[config.mk]
export PLATFORM = sky130hd
export DESIGN_NAME = tmfe_ram
export DESIGN_NICKNAME = d
export VERILOG_FILES = /design/src/tmfe_ram.sv
export SDC_FILE = /design/constraint.sdc
export NUM_CORES = 2
export LEC_CHECK = 0
export BUFFER_PORTS_ARGS = -buffer_cell sky130_fd_sc_hd__buf_2
export CAP_MARGIN = 15
export CORE_MARGIN = 2
export CORE_UTILIZATION = 50
export CTS_BUF_LIST = sky130_fd_sc_hd__clkbuf_4 sky130_fd_sc_hd__clkbuf_8 sky130_fd_sc_hd__clkbuf_16
export DETAILED_ROUTE_END_ITERATION = 6
export GPL_TIMING_DRIVEN = 1
export PLACE_DENSITY_LB_ADDON = 0.12
export SYNTH_ARGS = -nofsm -noshare
export SYNTH_HDL_FRONTEND = slang
export SYNTH_SLANG_ARGS = --single-unit
[constraint.sdc]
create_clock -name clk -period 10.1 [get_ports clk]
set_input_delay 1.01 -clock clk [delete_from_list [all_inputs] [get_ports clk]]
set_output_delay 1.01 -clock clk [all_outputs]
set_load 0.02 [all_outputs]
[src/tmfe_ram.sv]
// Generic single-write, single-read RAM with registered read data.
module tmfe_ram #(
  parameter int WIDTH = 32,
  parameter int DEPTH = 64
) (
  input  logic                     clk,
  input  logic                     we,
  input  logic [$clog2(DEPTH)-1:0] waddr,
  input  logic [WIDTH-1:0]         wdata,
  input  logic [$clog2(DEPTH)-1:0] raddr,
  output logic [WIDTH-1:0]         rdata
);

  logic [WIDTH-1:0] mem [DEPTH];

  // write port and registered read port
  always_ff @(posedge clk) begin
    if (we) begin
      mem[waddr] <= wdata;
    end
    rdata <= mem[raddr];
  end

endmodule
==> impl_results.md <==
- Most common flop cell mapped by yosys: edfxtp_1
- IO buf count: 77
- Vias: 37000
- Hold-fix buffers, CTS: 0
- Pleak: 27.7 nW
- GP Congestion: 0.763
- Number of global-route vias before repair: 37600
- MaxCap Viol Count: 0
- Num CTS Buffers: 202
- Slew headroom: 19.7%
- Register area share after synthesis: 79.1%
- Die ar.: 160000 um2
- Synth Instances: 3324
- Hold Path Stages: 1
- Post-Syn Area: 78500 um2
- Vias per inst: 6.40
- Final Critical Period: about 4.1 ns
- Cell depth of the worst setup path: 8
- Fmax achieved: 242 MHz
- Antenna violations before repair: 15
- Register-to-register setup slack: 7.73 ns
- Post-Route WL: 200 mm
- Top cell type by total area after synthesis: edfxtp_1
- Crit. End Element: flop
- Fin Setup TNS: 0 ns
- Period utilization: 40.9%
- H-tree depth: 4
- Worst Path Buf+Inv: 3
- Slowest cell on crit path: buf_4
- Core Rows: 145
- Fin nets: about 3600
- Synth warn: 0
- Pre-CTS setup slack: 5.01 ns
- Syn avg cell area: 23.6 um2
- CP Data Arrival Time: ~4.8 ns
- Post-Synthesis Net Count: roughly 3400
- Worst Path Required: 10.79 ns
- CTS tree: yes
- DRC errors left: 0
- Async set or reset register ratio after synthesis: 0%
- Largest net degree at the start of global routing: roughly 110
- Outcome: finished clean
- CTS sink count: 2080
- Share of cells above drive strength 1: 31.0%
- WL/cell: about 35 um
- Top Family by Delay on Critical Path: buffers and inverters
- Max-slew violations: 0
- Total power per unit cell area: 202 nW/um2
- Critical Path Fanout Max: between 50 and 60
- Die Width: 400 um
- Yosys top cell area share: just under 80%
- All-Layer GR Usage: 25.2%
- Worst skew pair latency: 0.83 ns
- Worst r2r path cells: 4
- # fillers: 11200
- Startpoint Class: input port
- Die height: 400 um
- Initial Util: 50.3%
- Slowest Stage Delay on Critical Path: between 0.7 and 0.8 ns
- Largest cells by area after synthesis: edfxtp_1 78%, mux4_2 16%, mux2i_1 1.2%, dfxtp_1 0.82%, o22ai_1 0.67%
- Setup Crit Path Kind: input port to flop
- Setup violators final: 0
- DRT antenna net count: 0
- Drt initial violations: between 4000 and 5000
- Worst-path clk slew: 0.06 ns
- Skew final: 0.0238 ns
- Worst Slack Setup Final: just under 6 ns
- Num ports: 78
- RSZ-0062 raised after global routing: false
- Postcts setup bufs: 0
- EDFF count, synth: 2048
- Endpoints failing hold: 0
- Post-DP HPWL: 105 mm
- First-pass GRT wire length: between 200 and 300 mm
- Netlist cell types: 34
- Clock Tree Buf Depth: 3
- Max IR drop VDD: 0.182 mV
- Worst Hold Class: input port to flop
- Root buf cell: clkbuf_16
- Worst Tran Pin Value: 1.20 ns
- Drt first pass iters: 5
- CORE AREA: 156000 um2
- Gr ovfl total: 0
- CP cell instances: buf_8, buf_4, buf_4, mux4_2, mux2i_1, a21oi_1, a21oi_1, nor2_1
- Post-CTS sizing: 0
- Yosys reg bits: 2080
- Syn-to-layout area delta: 13.2%
-- cell usage after synthesis (12+ instances only) --
library cell,number
o22ai_1,84
a22oi_1,12
dfxtp_1,32
nand2_1,26
nor2b_1,15
buf_4,25
buf_2,57
mux4_2,544
nor2_1,137
buf_1,21
a21oi_1,62
mux2i_1,93
edfxtp_1,2048
clkbuf_1,74
o221ai_1,27
-- power by group --
group / switching (mW) / total [mW] / internal, mW
combinational: 0.535 / 0.852 / 0.317
sequential: 0.0461 / 9.61 / 9.56
clock: 3.14 / 7.47 / 4.33
total: 3.72 / 17.9 / 14.2
-- layout by cell type (no fill, tap or decap), drive strengths merged, types with 7 or more instances in the layout --
cell type	n
a21oi	62
a22oi	12
a311oi	8
buf	188
bufinv	12
clkbuf	285
clkinv	74
dfxtp	32
diode	8
edfxtp	2048
inv	8
mux2i	93
mux4	544
nand2	26
nand2b	8
nor2	137
nor2b	15
nor3	7
o221ai	27
o22ai	84
-- cell type report --
cell class	count	area, um2	area share, %
well taps	2058	2570	2.90
clock inverters	96	867	0.976
clock buffers	285	5820	6.55
flip-flops and latches	2080	62100	69.9
diodes	8	20.0	0.0225
multi-input cells	1062	16000	18.0
repair buffers	188	1490	1.67
-- stage by stage --
stage / instance area, um2 / utilization [%] / std cells / hold WS (ns) / total power, mW
floorplan: 78500 / - / 3324 / 0.663 / 10.2
global placement: 81900 / 52.5 / 5374 / 0.766 / 10.6
detailed placement: 81900 / 52.5 / 5375 / 0.737 / 10.6
CTS: 88600 / 56.8 / 5756 / 0.754 / 18.1
global route: 88900 / 56.9 / 5769 / 0.487 / 18.4
finish: 88900 / 57.0 / 5777 / 0.516 / 17.9
-- state kept, by name (all words and copies together), names as in the netlist --
name and flops:
rdata 32, mem 2048
-- logic make-up (layout without fill, tap and decap cells) --
kind of cell / count (synthesis) / in the layout / synth area share, %
compound gates: 202 / 202 / 1.67
simple gates: 223 / 223 / 1.27
flops: 2080 / 2080 / 79.1
other cells: 0 / 8 / 0
buf+inv: 182 / 569 / 1.13
mux: 637 / 637 / 16.8
-- worst paths after layout --
path	endpoint	start
worst max-delay path	rdata[9]$_DFF_P_	raddr[0]
worst min-delay path	mem[34][30]$_DFFE_PP_	wdata[30]
worst max register to register	rdata[14]$_DFF_P_	mem[61][14]$_DFFE_PP_
worst min register to register	rdata[17]$_DFF_P_	mem[28][17]$_DFFE_PP_
-- metal layers --
layer  GRT usage (%)  share of wire (%)  vias up
met5               0              0.044        -
li1                -                  -    14700
met3            4.64                8.2      304
met4            6.57                2.3       12
met1            36.2                 41    20200
met2            40.3                 49     1677
(Power assumes the default switching activity.)
